File: src/hw/rtl/hsvrgb_pkg.sv
`timescale 1ns / 1ps
`default_nettype none

package hsvrgb_pkg;

    // Field widths of the input and output transactions.
    localparam int unsigned HUE_W    = 15;
    localparam int unsigned SV_W     = 9;
    localparam int unsigned CH_W     = 8;

    // One 60-degree sector is 3840 hue units, which is 15 * 256.
    localparam int unsigned POS_LO_W    = 8;
    localparam int unsigned HUE_HI_W    = HUE_W - POS_LO_W;
    localparam int unsigned SECTOR_HI   = 15;
    localparam int unsigned SECTOR_W    = 4;
    localparam int unsigned REM_W       = 4;
    localparam int unsigned MAX_SECTORS = 8;
    localparam int unsigned FRAC_W      = 12;
    localparam logic [FRAC_W-1:0] SECTOR_UNITS = 12'd3840;

    // Internal arithmetic widths.
    localparam int unsigned CHROMA_W = 2 * SV_W;
    localparam int unsigned PROD_W   = CHROMA_W + FRAC_W;
    localparam int unsigned SUM_W    = PROD_W + 2;
    localparam int unsigned SCALE_W  = SUM_W + 5;
    localparam int unsigned Q_SHIFT  = 24;
    localparam int unsigned Q_W      = SCALE_W - Q_SHIFT;

    localparam logic [CH_W-1:0] CH_MAX = 8'hFF;

    typedef struct packed {
        logic [HUE_W-1:0] hue;
        logic [SV_W-1:0]  saturation;
        logic [SV_W-1:0]  brightness_value;
    } t_hsv;

    typedef struct packed {
        logic [CH_W-1:0] red;
        logic [CH_W-1:0] green;
        logic [CH_W-1:0] blue;
    } t_rgb;

    // Component order per sector: C = chroma, X = second component, Z = zero,
    // listed as red, green, blue.
    typedef enum logic [2:0] {
        ORD_CXZ = 3'd0,
        ORD_XCZ = 3'd1,
        ORD_ZCX = 3'd2,
        ORD_ZXC = 3'd3,
        ORD_XZC = 3'd4,
        ORD_CZX = 3'd5
    } t_order;

    typedef struct packed {
        t_order              order;
        logic [FRAC_W-1:0]   frac;
        logic [CHROMA_W-1:0] chroma;
        logic [SV_W-1:0]     value;
    } t_stage1;

    // The offset term is two's complement.
    typedef struct packed {
        t_order            order;
        logic [PROD_W-1:0] c_full;
        logic [PROD_W-1:0] x_full;
        logic [PROD_W-1:0] m_full;
    } t_stage2;

    // Channel sums, two's complement.
    typedef struct packed {
        logic [SUM_W-1:0] red;
        logic [SUM_W-1:0] green;
        logic [SUM_W-1:0] blue;
    } t_stage3;

    // Sector number from the upper hue bits, by counting passed boundaries.
    function automatic logic [SECTOR_W-1:0] sector_of(input logic [HUE_HI_W-1:0] hi);
        logic [SECTOR_W-1:0] cnt;
        cnt = '0;
        for (int k = 1; k <= MAX_SECTORS; k++) begin
            if (hi >= HUE_HI_W'(SECTOR_HI * k)) begin
                cnt = cnt + SECTOR_W'(1);
            end
        end
        return cnt;
    endfunction

endpackage

`default_nettype wire

File: src/hw/rtl/hsvrgb_front.sv
`timescale 1ns / 1ps
`default_nettype none

module hsvrgb_front (
    input  wire logic               i_clk,
    input  wire logic               i_rst_n,
    input  wire logic               i_en,
    input  wire logic               i_valid,
    input  wire hsvrgb_pkg::t_hsv   i_hsv,
    output logic                    o_valid,
    output hsvrgb_pkg::t_stage1     o_stage
);

    logic [hsvrgb_pkg::HUE_HI_W-1:0] hue_hi;
    logic [hsvrgb_pkg::SECTOR_W-1:0] sector;
    logic [hsvrgb_pkg::HUE_HI_W-1:0] rem_hi;
    logic [hsvrgb_pkg::FRAC_W-1:0]   pos;
    hsvrgb_pkg::t_stage1             n_stage;
    hsvrgb_pkg::t_stage1             r_stage;
    logic                            r_valid;

    // Split the hue into sector and position within the sector.
    always_comb begin
        hue_hi = i_hsv.hue[hsvrgb_pkg::HUE_W-1:hsvrgb_pkg::POS_LO_W];
        sector = hsvrgb_pkg::sector_of(hue_hi);
        rem_hi = hue_hi - hsvrgb_pkg::HUE_HI_W'({3'b000, sector}
                 * hsvrgb_pkg::HUE_HI_W'(hsvrgb_pkg::SECTOR_HI));
        pos    = {rem_hi[hsvrgb_pkg::REM_W-1:0], i_hsv.hue[hsvrgb_pkg::POS_LO_W-1:0]};

        n_stage.frac   = sector[0] ? (hsvrgb_pkg::SECTOR_UNITS - pos) : pos;
        n_stage.chroma = hsvrgb_pkg::CHROMA_W'(i_hsv.saturation)
                         * hsvrgb_pkg::CHROMA_W'(i_hsv.brightness_value);
        n_stage.value  = i_hsv.brightness_value;

        // Hues past the last sector keep the last sector's order.
        case (sector)
            4'd0:    n_stage.order = hsvrgb_pkg::ORD_CXZ;
            4'd1:    n_stage.order = hsvrgb_pkg::ORD_XCZ;
            4'd2:    n_stage.order = hsvrgb_pkg::ORD_ZCX;
            4'd3:    n_stage.order = hsvrgb_pkg::ORD_ZXC;
            4'd4:    n_stage.order = hsvrgb_pkg::ORD_XZC;
            default: n_stage.order = hsvrgb_pkg::ORD_CZX;
        endcase
    end

    always_ff @(posedge i_clk) begin
        if (!i_rst_n) begin
            r_valid <= 1'b0;
        end else if (i_en) begin
            r_valid <= i_valid;
        end
    end

    always_ff @(posedge i_clk) begin
        if (i_en) begin
            r_stage <= n_stage;
        end
    end

    assign o_valid = r_valid;
    assign o_stage = r_stage;

endmodule

`default_nettype wire

File: src/hw/rtl/hsvrgb_scale.sv
`timescale 1ns / 1ps
`default_nettype none

module hsvrgb_scale (
    input  wire logic                 i_clk,
    input  wire logic                 i_rst_n,
    input  wire logic                 i_en,
    input  wire logic                 i_valid,
    input  wire hsvrgb_pkg::t_stage1  i_stage,
    output logic                      o_valid,
    output hsvrgb_pkg::t_stage2       o_stage
);

    logic [hsvrgb_pkg::PROD_W-1:0]   chroma_ext;
    logic [hsvrgb_pkg::CHROMA_W-1:0] offset;
    logic [hsvrgb_pkg::PROD_W-1:0]   offset_ext;
    hsvrgb_pkg::t_stage2             n_stage;
    hsvrgb_pkg::t_stage2             r_stage;
    logic                            r_valid;

    // Scaling by 3840 is (v << 12) - (v << 8).
    always_comb begin
        chroma_ext = hsvrgb_pkg::PROD_W'(i_stage.chroma);
        offset     = {1'b0, i_stage.value, 8'h00} - i_stage.chroma;
        offset_ext = {{(hsvrgb_pkg::PROD_W - hsvrgb_pkg::CHROMA_W){offset[hsvrgb_pkg::CHROMA_W-1]}},
                      offset};

        n_stage.order  = i_stage.order;
        n_stage.c_full = (chroma_ext << 12) - (chroma_ext << 8);
        n_stage.x_full = chroma_ext * hsvrgb_pkg::PROD_W'(i_stage.frac);
        n_stage.m_full = (offset_ext << 12) - (offset_ext << 8);
    end

    always_ff @(posedge i_clk) begin
        if (!i_rst_n) begin
            r_valid <= 1'b0;
        end else if (i_en) begin
            r_valid <= i_valid;
        end
    end

    always_ff @(posedge i_clk) begin
        if (i_en) begin
            r_stage <= n_stage;
        end
    end

    assign o_valid = r_valid;
    assign o_stage = r_stage;

endmodule

`default_nettype wire

File: src/hw/rtl/hsvrgb_mix.sv
`timescale 1ns / 1ps
`default_nettype none

module hsvrgb_mix (
    input  wire logic                 i_clk,
    input  wire logic                 i_rst_n,
    input  wire logic                 i_en,
    input  wire logic                 i_valid,
    input  wire hsvrgb_pkg::t_stage2  i_stage,
    output logic                      o_valid,
    output hsvrgb_pkg::t_stage3       o_stage
);

    logic [hsvrgb_pkg::SUM_W-1:0] c_ext;
    logic [hsvrgb_pkg::SUM_W-1:0] x_ext;
    logic [hsvrgb_pkg::SUM_W-1:0] m_ext;
    logic [hsvrgb_pkg::SUM_W-1:0] cm;
    logic [hsvrgb_pkg::SUM_W-1:0] xm;
    hsvrgb_pkg::t_stage3          n_stage;
    hsvrgb_pkg::t_stage3          r_stage;
    logic                         r_valid;

    always_comb begin
        c_ext = hsvrgb_pkg::SUM_W'(i_stage.c_full);
        x_ext = hsvrgb_pkg::SUM_W'(i_stage.x_full);
        m_ext = {{(hsvrgb_pkg::SUM_W - hsvrgb_pkg::PROD_W){i_stage.m_full[hsvrgb_pkg::PROD_W-1]}},
                 i_stage.m_full};
        cm = c_ext + m_ext;
        xm = x_ext + m_ext;

        case (i_stage.order)
            hsvrgb_pkg::ORD_CXZ: begin
                n_stage = '{red: cm, green: xm, blue: m_ext};
            end
            hsvrgb_pkg::ORD_XCZ: begin
                n_stage = '{red: xm, green: cm, blue: m_ext};
            end
            hsvrgb_pkg::ORD_ZCX: begin
                n_stage = '{red: m_ext, green: cm, blue: xm};
            end
            hsvrgb_pkg::ORD_ZXC: begin
                n_stage = '{red: m_ext, green: xm, blue: cm};
            end
            hsvrgb_pkg::ORD_XZC: begin
                n_stage = '{red: xm, green: m_ext, blue: cm};
            end
            default: begin
                n_stage = '{red: cm, green: m_ext, blue: xm};
            end
        endcase
    end

    always_ff @(posedge i_clk) begin
        if (!i_rst_n) begin
            r_valid <= 1'b0;
        end else if (i_en) begin
            r_valid <= i_valid;
        end
    end

    always_ff @(posedge i_clk) begin
        if (i_en) begin
            r_stage <= n_stage;
        end
    end

    assign o_valid = r_valid;
    assign o_stage = r_stage;

endmodule

`default_nettype wire

File: src/hw/rtl/hsvrgb_quant.sv
`timescale 1ns / 1ps
`default_nettype none

module hsvrgb_quant (
    input  wire logic                 i_clk,
    input  wire logic                 i_rst_n,
    input  wire logic                 i_en,
    input  wire logic                 i_valid,
    input  wire hsvrgb_pkg::t_stage3  i_stage,
    output logic                      o_valid,
    output hsvrgb_pkg::t_rgb          o_rgb
);

    hsvrgb_pkg::t_rgb n_rgb;
    hsvrgb_pkg::t_rgb r_rgb;
    logic             r_valid;

    // The full-scale divisor is 15 * 2^24 and 255 / 15 = 17, so a channel is
    // (17 * sum) >> 24, zero for sums that are not positive, clamped at 255.
    function automatic logic [hsvrgb_pkg::CH_W-1:0] to_channel(
        input logic [hsvrgb_pkg::SUM_W-1:0] sum
    );
        logic [hsvrgb_pkg::SCALE_W-1:0] sum_ext;
        logic [hsvrgb_pkg::SCALE_W-1:0] scaled;
        logic [hsvrgb_pkg::Q_W-1:0]     q;
        logic [hsvrgb_pkg::CH_W-1:0]    ch;
        sum_ext = {{(hsvrgb_pkg::SCALE_W - hsvrgb_pkg::SUM_W){sum[hsvrgb_pkg::SUM_W-1]}}, sum};
        scaled  = (sum_ext << 4) + sum_ext;
        q       = scaled[hsvrgb_pkg::SCALE_W-1:hsvrgb_pkg::Q_SHIFT];
        if (sum[hsvrgb_pkg::SUM_W-1] || (sum == '0)) begin
            ch = '0;
        end else if (q > hsvrgb_pkg::Q_W'(hsvrgb_pkg::CH_MAX)) begin
            ch = hsvrgb_pkg::CH_MAX;
        end else begin
            ch = q[hsvrgb_pkg::CH_W-1:0];
        end
        return ch;
    endfunction

    always_comb begin
        n_rgb.red   = to_channel(i_stage.red);
        n_rgb.green = to_channel(i_stage.green);
        n_rgb.blue  = to_channel(i_stage.blue);
    end

    always_ff @(posedge i_clk) begin
        if (!i_rst_n) begin
            r_valid <= 1'b0;
        end else if (i_en) begin
            r_valid <= i_valid;
        end
    end

    always_ff @(posedge i_clk) begin
        if (i_en) begin
            r_rgb <= n_rgb;
        end
    end

    assign o_valid = r_valid;
    assign o_rgb   = r_rgb;

endmodule

`default_nettype wire

File: src/hw/rtl/hsv_to_rgb_converter_core.sv
// HSV to RGB converter core.
// Input channel: i_valid, i_hsv (hue in 1/64 degree, saturation and value in
// unsigned Q1.8) and o_stall. A transaction is taken at a rising clock edge
// where i_valid is high and o_stall is low.
// Output channel: o_valid, o_rgb (8-bit red, green, blue) and i_stall. A
// transaction is delivered at an edge where o_valid is high and i_stall is low.
// Every input transaction produces exactly one output transaction.
// The datapath is a four-stage pipeline: sector decode and chroma multiply,
// component scaling with the chroma-by-fraction multiply, channel summing,
// and the final scale-and-clamp into the output register. An accepted
// transaction passes the front, scale, mix and quant registers in that order
// before o_valid rises, and throughput is one transaction per cycle while
// the receiver does not stall.
// Each stage advances when its register is empty or the next stage advances,
// so empty slots close up and a stall stops only the stages behind a full one.
// While the receiver stalls with the pipeline full, o_stall rises and the
// held result stays on o_rgb unchanged.
// Reset is synchronous and active low; it empties the pipeline and no output
// transaction appears until new input arrives.
`timescale 1ns / 1ps
`default_nettype none

module hsv_to_rgb_converter_core (
    input  wire logic              i_clk,
    input  wire logic              i_rst_n,
    input  wire logic              i_valid,
    input  wire hsvrgb_pkg::t_hsv  i_hsv,
    output logic                   o_stall,
    output logic                   o_valid,
    output hsvrgb_pkg::t_rgb       o_rgb,
    input  wire logic              i_stall
);

    logic                v1;
    logic                v2;
    logic                v3;
    logic                v4;
    logic                en1;
    logic                en2;
    logic                en3;
    logic                en4;
    hsvrgb_pkg::t_stage1 s1;
    hsvrgb_pkg::t_stage2 s2;
    hsvrgb_pkg::t_stage3 s3;

    // A stage may load when it holds nothing or when its contents move on.
    assign en4 = !v4 || !i_stall;
    assign en3 = !v3 || en4;
    assign en2 = !v2 || en3;
    assign en1 = !v1 || en2;

    assign o_stall = !en1;
    assign o_valid = v4;

    hsvrgb_front u_front (
        .i_clk   (i_clk),
        .i_rst_n (i_rst_n),
        .i_en    (en1),
        .i_valid (i_valid),
        .i_hsv   (i_hsv),
        .o_valid (v1),
        .o_stage (s1)
    );

    hsvrgb_scale u_scale (
        .i_clk   (i_clk),
        .i_rst_n (i_rst_n),
        .i_en    (en2),
        .i_valid (v1),
        .i_stage (s1),
        .o_valid (v2),
        .o_stage (s2)
    );

    hsvrgb_mix u_mix (
        .i_clk   (i_clk),
        .i_rst_n (i_rst_n),
        .i_en    (en3),
        .i_valid (v2),
        .i_stage (s2),
        .o_valid (v3),
        .o_stage (s3)
    );

    hsvrgb_quant u_quant (
        .i_clk   (i_clk),
        .i_rst_n (i_rst_n),
        .i_en    (en4),
        .i_valid (v3),
        .i_stage (s3),
        .o_valid (v4),
        .o_rgb   (o_rgb)
    );

`ifndef SYNTHESIS
    // Reset empties the output stage.
    a_reset_empties: assert property (@(posedge i_clk) !i_rst_n |=> !o_valid)
        else $error("output valid after reset");

    // Back pressure appears only when every stage holds a transaction.
    a_stall_full: assert property (@(posedge i_clk) disable iff (!i_rst_n)
        o_stall |-> (v1 && v2 && v3 && v4 && i_stall))
        else $error("input stalled with room in the pipeline");

    // With the receiver taking data the input is never stalled.
    a_flow: assert property (@(posedge i_clk) disable iff (!i_rst_n)
        !i_stall |-> !o_stall)
        else $error("input stalled while output flows");

    // A result in the last internal stage reaches the output on an advance.
    a_advance: assert property (@(posedge i_clk) disable iff (!i_rst_n)
        (v3 && en4) |=> o_valid)
        else $error("transaction lost between mix and output stage");
`endif

endmodule

`default_nettype wire

File: config.mk
export PLATFORM = sky130hd
export DESIGN_NAME = hsv_to_rgb_converter_core
export DESIGN_NICKNAME = d
export VERILOG_FILES = /design/src/hw/rtl/hsvrgb_pkg.sv /design/src/hw/rtl/hsvrgb_front.sv /design/src/hw/rtl/hsvrgb_scale.sv /design/src/hw/rtl/hsvrgb_mix.sv /design/src/hw/rtl/hsvrgb_quant.sv /design/src/hw/rtl/hsv_to_rgb_converter_core.sv
export SDC_FILE = /design/constraint.sdc
export NUM_CORES = 1
export LEC_CHECK = 0
export ABC_AREA = 1
export BUFFER_PORTS_ARGS = -buffer_cell sky130_fd_sc_hd__clkbuf_2
export CORE_AREA = 2 2 339 257
export CTS_BUF_LIST = sky130_fd_sc_hd__clkbuf_2
export CTS_CLUSTER_DIAMETER = 100
export DETAILED_ROUTE_END_ITERATION = 16
export DIE_AREA = 0 0 341 259
export GPL_TIMING_DRIVEN = 0
export PLACE_DENSITY_LB_ADDON = 0.25
export RECOVER_POWER = 100
export SYNTH_ARGS = -nofsm -noshare
export SYNTH_HDL_FRONTEND = slang
export SYNTH_SLANG_ARGS = --single-unit
File: constraint.sdc
create_clock -name i_clk -period 5.75 [get_ports i_clk]
set_input_delay 0.575 -clock i_clk [delete_from_list [all_inputs] [get_ports i_clk]]
set_output_delay 0.575 -clock i_clk [all_outputs]
set_load 0.02 [all_outputs]
### Word-level counts from Yosys, hierarchy flattened

Index checks and enable logic that the tools add are counted.

| word-level totals | value |
|---|---|
| bits of input ports | 37 |
| output and inout port bits | 26 |
| register bits | 259 |

| operators by class | value |
|---|---|
| equal/unequal tests | 8 |
| add/subtract/negate cells | 17 |
| multiplexer cells | 14 |
| $lt $le $gt $ge | 11 |
| reductions and logical operators | 18 |
| multiply operators | 3 |

Operator list:

| kind | count |
|---|---|
| $pmux 96 s5 | 1 |
| $add 36x32->37 | 3 |
| $logic_not 32->1 | 3 |
| $add 31x30->32 | 2 |
| $gt 13x8->1 const B | 3 |
| $mul 18x12->30 | 1 |
| $sub 30x26->30 | 1 |
| $sub 30x30->30 | 1 |
| $ge 7x7->1 const B | 4 |
| $mux 4 | 7 |
| $add 4x1->4 const B | 6 |
| $mux 8 | 3 |
| $mul 9x9->18 | 1 |
| $sub 17x18->18 | 1 |
| $pmux 3 s5 | 1 |
| $ge 7x6->1 const B | 2 |
| $mux 12 | 1 |
| $sub 12x12->12 const A | 1 |
| $eq 4x2->1 const B | 2 |
| $ge 7x4->1 const B | 1 |
| $ge 7x5->1 const B | 1 |
| $logic_or 1x1->1 | 7 |
| $eq 3x2->1 const B | 2 |
| $logic_not 1->1 | 6 |
| other kinds (10) | 10 |

### Longest topological paths before layout

Gate-level depths: netlist of the first run.

| depth | value |
|---|---|
| depth after elaboration | 20 |
| depth in mapped cells | 35 |
| depth with buffers taken out | 34 |

### Modules after synthesis

A second synthesis of the first run with hierarchy kept.

| unflattened totals | value |
|---|---|
| cell total of the unflattened synthesis | 5,137 |
| area, all modules | 34,649.5 um^2 |

By module, submodules not included:

| module | cells each | times used | seq. area each (um^2) | area each (um^2) |
|---|---|---|---|---|
| hsvrgb_scale | 1,690 | 1 | 2,302.2 | 12,794.8 |
| hsvrgb_mix | 1,470 | 1 | 2,902.8 | 9,584.2 |
| hsvrgb_quant | 1,366 | 1 | 740.7 | 7,169.4 |
| hsvrgb_front | 604 | 1 | 1,281.2 | 5,061.1 |
| hsv_to_rgb_converter_core | 7 | 1 | 0.0 | 40.0 |

### Least setup slack after synthesis of the first run

Ideal clock, no wire load.

| timing path | value |
|---|---|
| kind | input port to flip-flop |
| start point | in i_stall |
| end point | reg u_front.r_stage, in the netlist u_front.o_stage[0] (enable) |
| slack | -0.906 ns |
| data arrival time | 6.259 ns |
| stages | 7 |
| path buffers | 0 |
| data required time | 5.353 ns |
| library setup time | 0.397 ns |
| cell sequence | nand2_1 > nor2_1 > inv_1 > nor2_1 > inv_1 > nor2_1 > inv_1 |

| on the way | value |
|---|---|
| word-level cells in the longest chain between the ends | 5 |

RTL lines:

| what | line | text |
|---|---|---|
| start, declared | hsv_to_rgb_converter_core.sv:31 | `input wire logic i_stall` |
| $logic_not 1->1 | hsv_to_rgb_converter_core.sv:47 | `assign en4 = !v4 \|\| !i_stall;` |
| $logic_or 1x1->1 | hsv_to_rgb_converter_core.sv:47 |  |
| $logic_or 1x1->1 | hsv_to_rgb_converter_core.sv:48 | `assign en3 = !v3 \|\| en4;` |
| named net en3 | hsv_to_rgb_converter_core.sv:40 | `logic en3;` |
| $logic_or 1x1->1 | hsv_to_rgb_converter_core.sv:49 | `assign en2 = !v2 \|\| en3;` |
| named net en2 | hsv_to_rgb_converter_core.sv:39 | `logic en2;` |
| $logic_or 1x1->1 | hsv_to_rgb_converter_core.sv:50 | `assign en1 = !v1 \|\| en2;` |
| end signal, assigned | hsvrgb_front.sv:56 | `r_stage <= n_stage;` |
| end, declared | hsvrgb_front.sv:19 | `hsvrgb_pkg::t_stage1 r_stage;` |

The timed path passes the listed nets, and every way through them passes these cells.
A chain may end at the register's enable or synchronous reset.

==> flow_metrics.env, run 1 <==
export IMPL_status="finished with violations"
export IMPL_violations="max-capacitance violations, max-slew violations"
export IMPL_hold_start="i_hsv[27]"
export IMPL_viasPerCell=4.99
export IMPL_critPathLaunchType="register"
export IMPL_crit_type="reg -> reg"
export IMPL_synth_distinct_cells=59
export IMPL_vias=24900
export IMPL_worst_pin_slew_ns=2.24
export IMPL_hpwlAfterDp_um=68500
export IMPL_tns_ns=0
export IMPL_avgRoutedWirePerCell_um=17.0
export IMPL_cts_inserted_buffers=68
export IMPL_use_met1_pct=28.7
export IMPL_cap_violations=2
export IMPL_yosys_cell_count_top_type="nand2_1"
export IMPL_initial_core_util_pct=33.7
export IMPL_layout_drive_gt1_share_pct=7.69
export IMPL_synth_seq_cells=242
export IMPL_synthArstFlopShare_pct=0
export IMPL_arrival_ns=6.36
export IMPL_ctsRootBufferMaster="clkbuf_2"
export IMPL_timing_rr_start="u_front.o_stage[32]"
export IMPL_syn_to_final_growth_pct=11.6
export IMPL_synth_avg_cell_area_um2=7.93
export IMPL_cts_htree_levels=3
export IMPL_gp_congestion=0.954
export IMPL_netlist_top_cells_count="nand2_1 (833), inv_1 (696), ha_1 (298), a21oi_1 (251), edfxtp_1 (238)"
export IMPL_utilization_pct=37.6
export IMPL_top_usage_layer="met1"
export IMPL_dp_cells=4813
export IMPL_grt_max_degree=45
export IMPL_wl_um=84800
export IMPL_synth_top_cell_area_share_pct=24.9
export IMPL_finalNonFillerCells=4995
export IMPL_synth_edf_count=238
export IMPL_grt_pass1_wl_um=134000
export IMPL_port_buffers=51
export IMPL_hold_viol=0
export IMPL_first_pass_iters=8
export IMPL_cts_sinks=242
export IMPL_relSlewSlack_pct=-49.6
export IMPL_grt_use_met3_pct=4.80
export IMPL_finalMaxSlewViolations=81
export IMPL_die_area_um2=88300
export IMPL_cts_tree="yes"
export IMPL_cp_required_ns=6.51
export IMPL_synth_cells=3618
export IMPL_fill_cells=9024
export IMPL_grt_overflow=0
export IMPL_grt_pass1_vias=23800
export IMPL_fmax_mhz=179
export IMPL_synth_seq_area_share_pct=25.2
export IMPL_std_cell_rows=93
export IMPL_startpoint="u_front.o_stage[32]"
export IMPL_ctsLongestPathBuffers=3
export IMPL_grt_usage_pct=19.4
export IMPL_die_width_um=341
export IMPL_cp_max_fo=10
export IMPL_ys_dominant_reg_cell="edfxtp_1"
export IMPL_ant_nets=0
export IMPL_grtUsageMet2_pct=27.5
export IMPL_finalSetupViolations=0
export IMPL_io_pins=63
export IMPL_netlist_area_um2=28700
export IMPL_drc_errors=0
export IMPL_synthDominantAreaCellType="edfxtp_1"
export IMPL_clk_latency_ns=1.09
export IMPL_synthTopCellsByArea="edfxtp_1 (25%), fa_1 (15%), ha_1 (13%)"
export IMPL_final_nets=4355
export IMPL_fin_crit_sh_pct=97.3
export IMPL_yosysWarnings=0
export IMPL_synth_fp_nets=4166
export IMPL_endpoint_kind="register"
export IMPL_post_route_min_period_ns=5.59
export IMPL_fin_skew_ns=0.132
export IMPL_die_y_um=259
export IMPL_core_um2=85100
export IMPL_clk_pin_slew_ns=0.11
export IMPL_antenna_found_initial=6
export IMPL_drt_iter0_markers=2028
export IMPL_hold_class="in -> reg"
-- worst max-delay path: stages, from the launching register on --
cell and delay [ns]:
edfxtp_1 0.47, clkbuf_4 0.28, nand2_1 0.10, fa_1 0.51
fa_1 0.52, inv_1 0.05, fa_1 0.51, fa_1 0.55
inv_1 0.06, fa_1 0.53, inv_1 0.06, ha_4 0.28
nand2_2 0.11, a21oi_2 0.16, nor2_2 0.06, o221ai_2 0.21
a21oi_4 0.08, o21bai_4 0.15, nand2_2 0.08, nand2_4 0.09
nand2_1 0.08, nand3_2 0.08, xor2_2 0.26
-- per-layer routing --
layer | vias to the layer above | wire length (µm)
met2 | 764 | 33800
li1 | 12300 | -
met3 | 119 | 6800
met1 | 11800 | 41800
met5 | - | 27
met4 | 4 | 2350
-- cells in the final DEF, fill, tap and decap left out, types with 30 or more instances in the layout --
cell and count:
clkbuf_1 79, xnor2_1 48, nor2_1 169, inv_1 693
a21oi_1 245, ha_1 288, clkbuf_2 115, nor4_1 30
fa_1 211, nor3_1 41, o221ai_1 38, nand3_1 163
xor2_1 103, edfxtp_1 238, nand4_1 51, nand2_1 831
o21ai_0 125, buf_4 50
-- final timing paths --
| check | to | cells after the start | slack, ns |
|---|---|---|---|
| max | u_scale.o_stage[58] | 22 | 0.16 |
| min | u_front.o_stage[35] | 3 | 0.10 |
| max reg2reg | u_scale.o_stage[58] | 22 | 0.16 |
| min reg2reg | u_scale.o_stage[92] | 0 | 0.43 |
-- sequential cells by signal, summed over array words and instances, names as in the netlist --
register / flops
u_quant.o_valid: 1
u_quant.o_rgb: 24
u_mix.o_valid: 1
u_front.o_stage: 42
u_scale.o_stage: 76
u_front.o_valid: 1
u_mix.o_stage: 96
u_scale.o_valid: 1
-- logic make-up (layout without fill, tap and decap cells) --
group / Yosys count / count (layout) / synth area share [%]
simple gates: 1355 / 1355 / 20.3
fa+ha+maj: 511 / 511 / 27.9
other cells: 0 / 4 / 0
flops: 242 / 242 / 25.2
buf+inv: 791 / 1024 / 10.4
xor+xnor: 155 / 155 / 4.73
compound gates: 564 / 564 / 11.5
-- layout make-up --
class / count / area [µm²] / share of cell area [%]
Clock buffer: 93 / 465 / 1.45
Inverter: 706 / 2660 / 8.30
Multi-Input combinational cell: 2585 / 18800 / 58.6
Clock inverter: 21 / 139 / 0.434
Tap cell: 1140 / 1430 / 4.46
Sequential cell: 242 / 7230 / 22.6
Antenna cell: 4 / 10.0 / 0.0313
Buffer: 71 / 417 / 1.30
Timing Repair Buffer: 133 / 907 / 2.83
-- metrics by stage --
step                cell area, µm²  hold WS [ns]  setup WS (ns)
floorplan                    28700         0.400         0.0780
global placement             30400         0.406          -1.66
detailed placement           30500         0.407          -1.07
CTS                          31800       0.00858      -0.000551
global route                 32000        0.0866       -0.00473
finish                       32000         0.101          0.155
-- timing repair --
item                                    4_1_cts  5_1_grt
hold buffers                                 26        0
pin swaps                                     8       13
endpoints found under the setup margin       18       11
gates resized for setup                      63       75
setup buffers                                31       21
hold endpoints to repair                     26        0
cloned                                        0        0
Power of run 1 is left out: the tool's default activity adds up to more than one toggle a clock period on the data nets, which glitch-free logic cannot reach.
==> inputs of run 2 (changes only) <==
==> constraint.sdc (replaced) <==
create_clock -name i_clk -period 5.75 [get_ports i_clk]
set_input_delay 1.15 -clock i_clk [delete_from_list [all_inputs] [get_ports i_clk]]
set_output_delay 1.15 -clock i_clk [all_outputs]
set_load 0.02 [all_outputs]
==> run 2 against run 1 <==
Against the previous run:
- the flow still finishes with violations (max-capacitance violations, max-slew violations)
- design area down 0.67%
- utilization shrank 0.25 points
- non-clock buffer count decreased by 32
- critical path depth stayed put
- worst hold slack improved by 0.24 ns
- maximum frequency decreased by 1.0%
- largest cell class unchanged
==> flow_metrics.env, run 2 (synthesis gave the netlist of run 1 again) <==
export IMPL_hold_buffers=0
export IMPL_avgRoutedWirePerCell_um=16.8
export IMPL_layout_common_cells="nand2_1 (829), inv_1 (695), ha_1 (284)"
export IMPL_io_pins=63
export IMPL_pre_cts_slack_ns=-0.998
export IMPL_grt_pass1_vias=23600
export IMPL_syn_to_final_growth_pct=10.8
export IMPL_die_width_um=341
export IMPL_violations="max-capacitance violations, max-slew violations"
export IMPL_viasPerCell=4.99
export IMPL_fin_skew_ns=0.132
export IMPL_port_buffers=51
export IMPL_cts_tree="yes"
export IMPL_vias=24700
export IMPL_initial_core_util_pct=33.7
export IMPL_hold_class="in -> reg"
export IMPL_hold_viol=0
export IMPL_first_pass_iters=6
export IMPL_grt_usage_pct=19.1
export IMPL_ctsLongestPathBuffers=3
export IMPL_worst_pin_slew_ns=2.32
export IMPL_grt_max_degree=45
export IMPL_clk_latency_ns=1.07
export IMPL_arrival_ns=6.42
export IMPL_dpl_cell_area_um2=30600
export IMPL_drc_errors=0
export IMPL_fmax_mhz=177
export IMPL_grt_pass1_wl_um=133000
export IMPL_core_um2=85100
export IMPL_critPathLaunchType="register"
export IMPL_gp_congestion=0.949
export IMPL_relSlewSlack_pct=-54.5
export IMPL_fill_cells=9018
export IMPL_r2r_setup_slack_ns=0.1
export IMPL_fin_ws_ns=0.0982
export IMPL_post_route_min_period_ns=5.65
export IMPL_drt_iter0_markers=2053
export IMPL_design_area_um2=31800
export IMPL_crit_type="reg -> reg"
export IMPL_cap_violations=4
export IMPL_std_cell_rows=93
export IMPL_layout_drive_gt1_share_pct=7.48
export IMPL_ctsRootBufferMaster="clkbuf_2"
export IMPL_layout_commonest_cell="nand2_1"
export IMPL_status="finished with violations"
export IMPL_fin_crit_sh_pct=98.3
export IMPL_tns_ns=0
export IMPL_finalSetupViolations=0
export IMPL_cp_max_fo=5
export IMPL_cts_htree_levels=3
export IMPL_largest_reg_flops=96
export IMPL_antenna_found_initial=6
export IMPL_final_nets=4322
export IMPL_cts_sinks=242
export IMPL_hpwlAfterDp_um=68400
export IMPL_clk_pin_slew_ns=0.10
export IMPL_finalMaxSlewViolations=173
export IMPL_endpoint_kind="register"
export IMPL_ant_nets=0
export IMPL_grt_overflow=0
export IMPL_die_y_um=259
export IMPL_die_area_um2=88300
export IMPL_cp_required_ns=6.51
export IMPL_cts_inserted_buffers=67
export IMPL_wl_um=83600
## run 2: changes by cell type in the layout (fill, tap and decap cells not counted), sizes merged
cell / previous run / this run
dlygate4sd3: 26 / 0
clkinv: 18 / 27
clkbuf: 205 / 197
diode: 4 / 1
inv: 703 / 700
buf: 66 / 64
clkinvlp: 4 / 5
## run 2: stage by stage
| step | std cells | utilization, % | hold slack [ns] |
|---|---|---|---|
| 2_1_floorplan | 3618 | - | 0.400 |
| 3_3_place_gp | 4809 | 35.9 | 0.403 |
| 3_5_place_dp | 4813 | 35.9 | 0.405 |
| 4_1_cts | 4943 | 37.0 | 0.168 |
| 5_1_grt | 4963 | 37.4 | 0.270 |
| 6_report | 4963 | 37.4 | 0.343 |
## run 2: per-layer routing
metal	GRT usage (%)	part of all wire, %	vias up
met2	27.1	40	732
met1	28.8	50	11700
met4	5.08	2.1	4
met3	4.49	8.0	89
met5	0	0.036	-
li1	-	-	12200
## run 2: cell type report
cell class | instances | area, µm² | share of cell area [%]
inverters | 706 | 2660 | 8.36
diodes | 1 | 2.50 | 0.00787
plain buffers | 69 | 412 | 1.29
well taps | 1140 | 1430 | 4.49
clock buffers | 89 | 445 | 1.40
flip-flops and latches | 242 | 7230 | 22.7
repair buffers | 103 | 614 | 1.93
clock inverters | 28 | 175 | 0.551
multi-input cells | 2585 | 18800 | 59.2
## run 2: critical path, cell delays in order (launching register included)
cell and delay, ns:
edfxtp_1 0.58, buf_6 0.20, nand2_1 0.08, fa_2 0.57
inv_1 0.05, fa_1 0.50, fa_1 0.45, fa_1 0.56
inv_1 0.06, fa_1 0.52, inv_1 0.06, ha_4 0.26
a21oi_1 0.12, inv_1 0.09, nor2_2 0.12, o221ai_2 0.13
a21oi_4 0.18, o21bai_2 0.09, nand2_1 0.07, nand2_2 0.09
buf_4 0.15, a21oi_2 0.15, xor2_2 0.26
## run 2: path summary, 6_finish.rpt
path	start	endpoint	depth (start not counted)
setup reg to reg	u_front.o_stage[35]	u_scale.o_stage[56]	22
setup / recovery	u_front.o_stage[35]	u_scale.o_stage[56]	22
hold / removal	i_hsv[18]	u_front.o_stage[27]	1
hold reg to reg	u_front.o_stage[40]	u_scale.o_stage[91]	0
## run 2: timing repair
item                                    4_1_cts  5_1_grt
buffers inserted                             26       21
endpoints found under the setup margin       17       11
cloned                                        0        1
hold endpoints to repair                      0        0
resized for setup                            47       99
pin swaps                                     2       22
Power of run 2 is left out for the same reason.
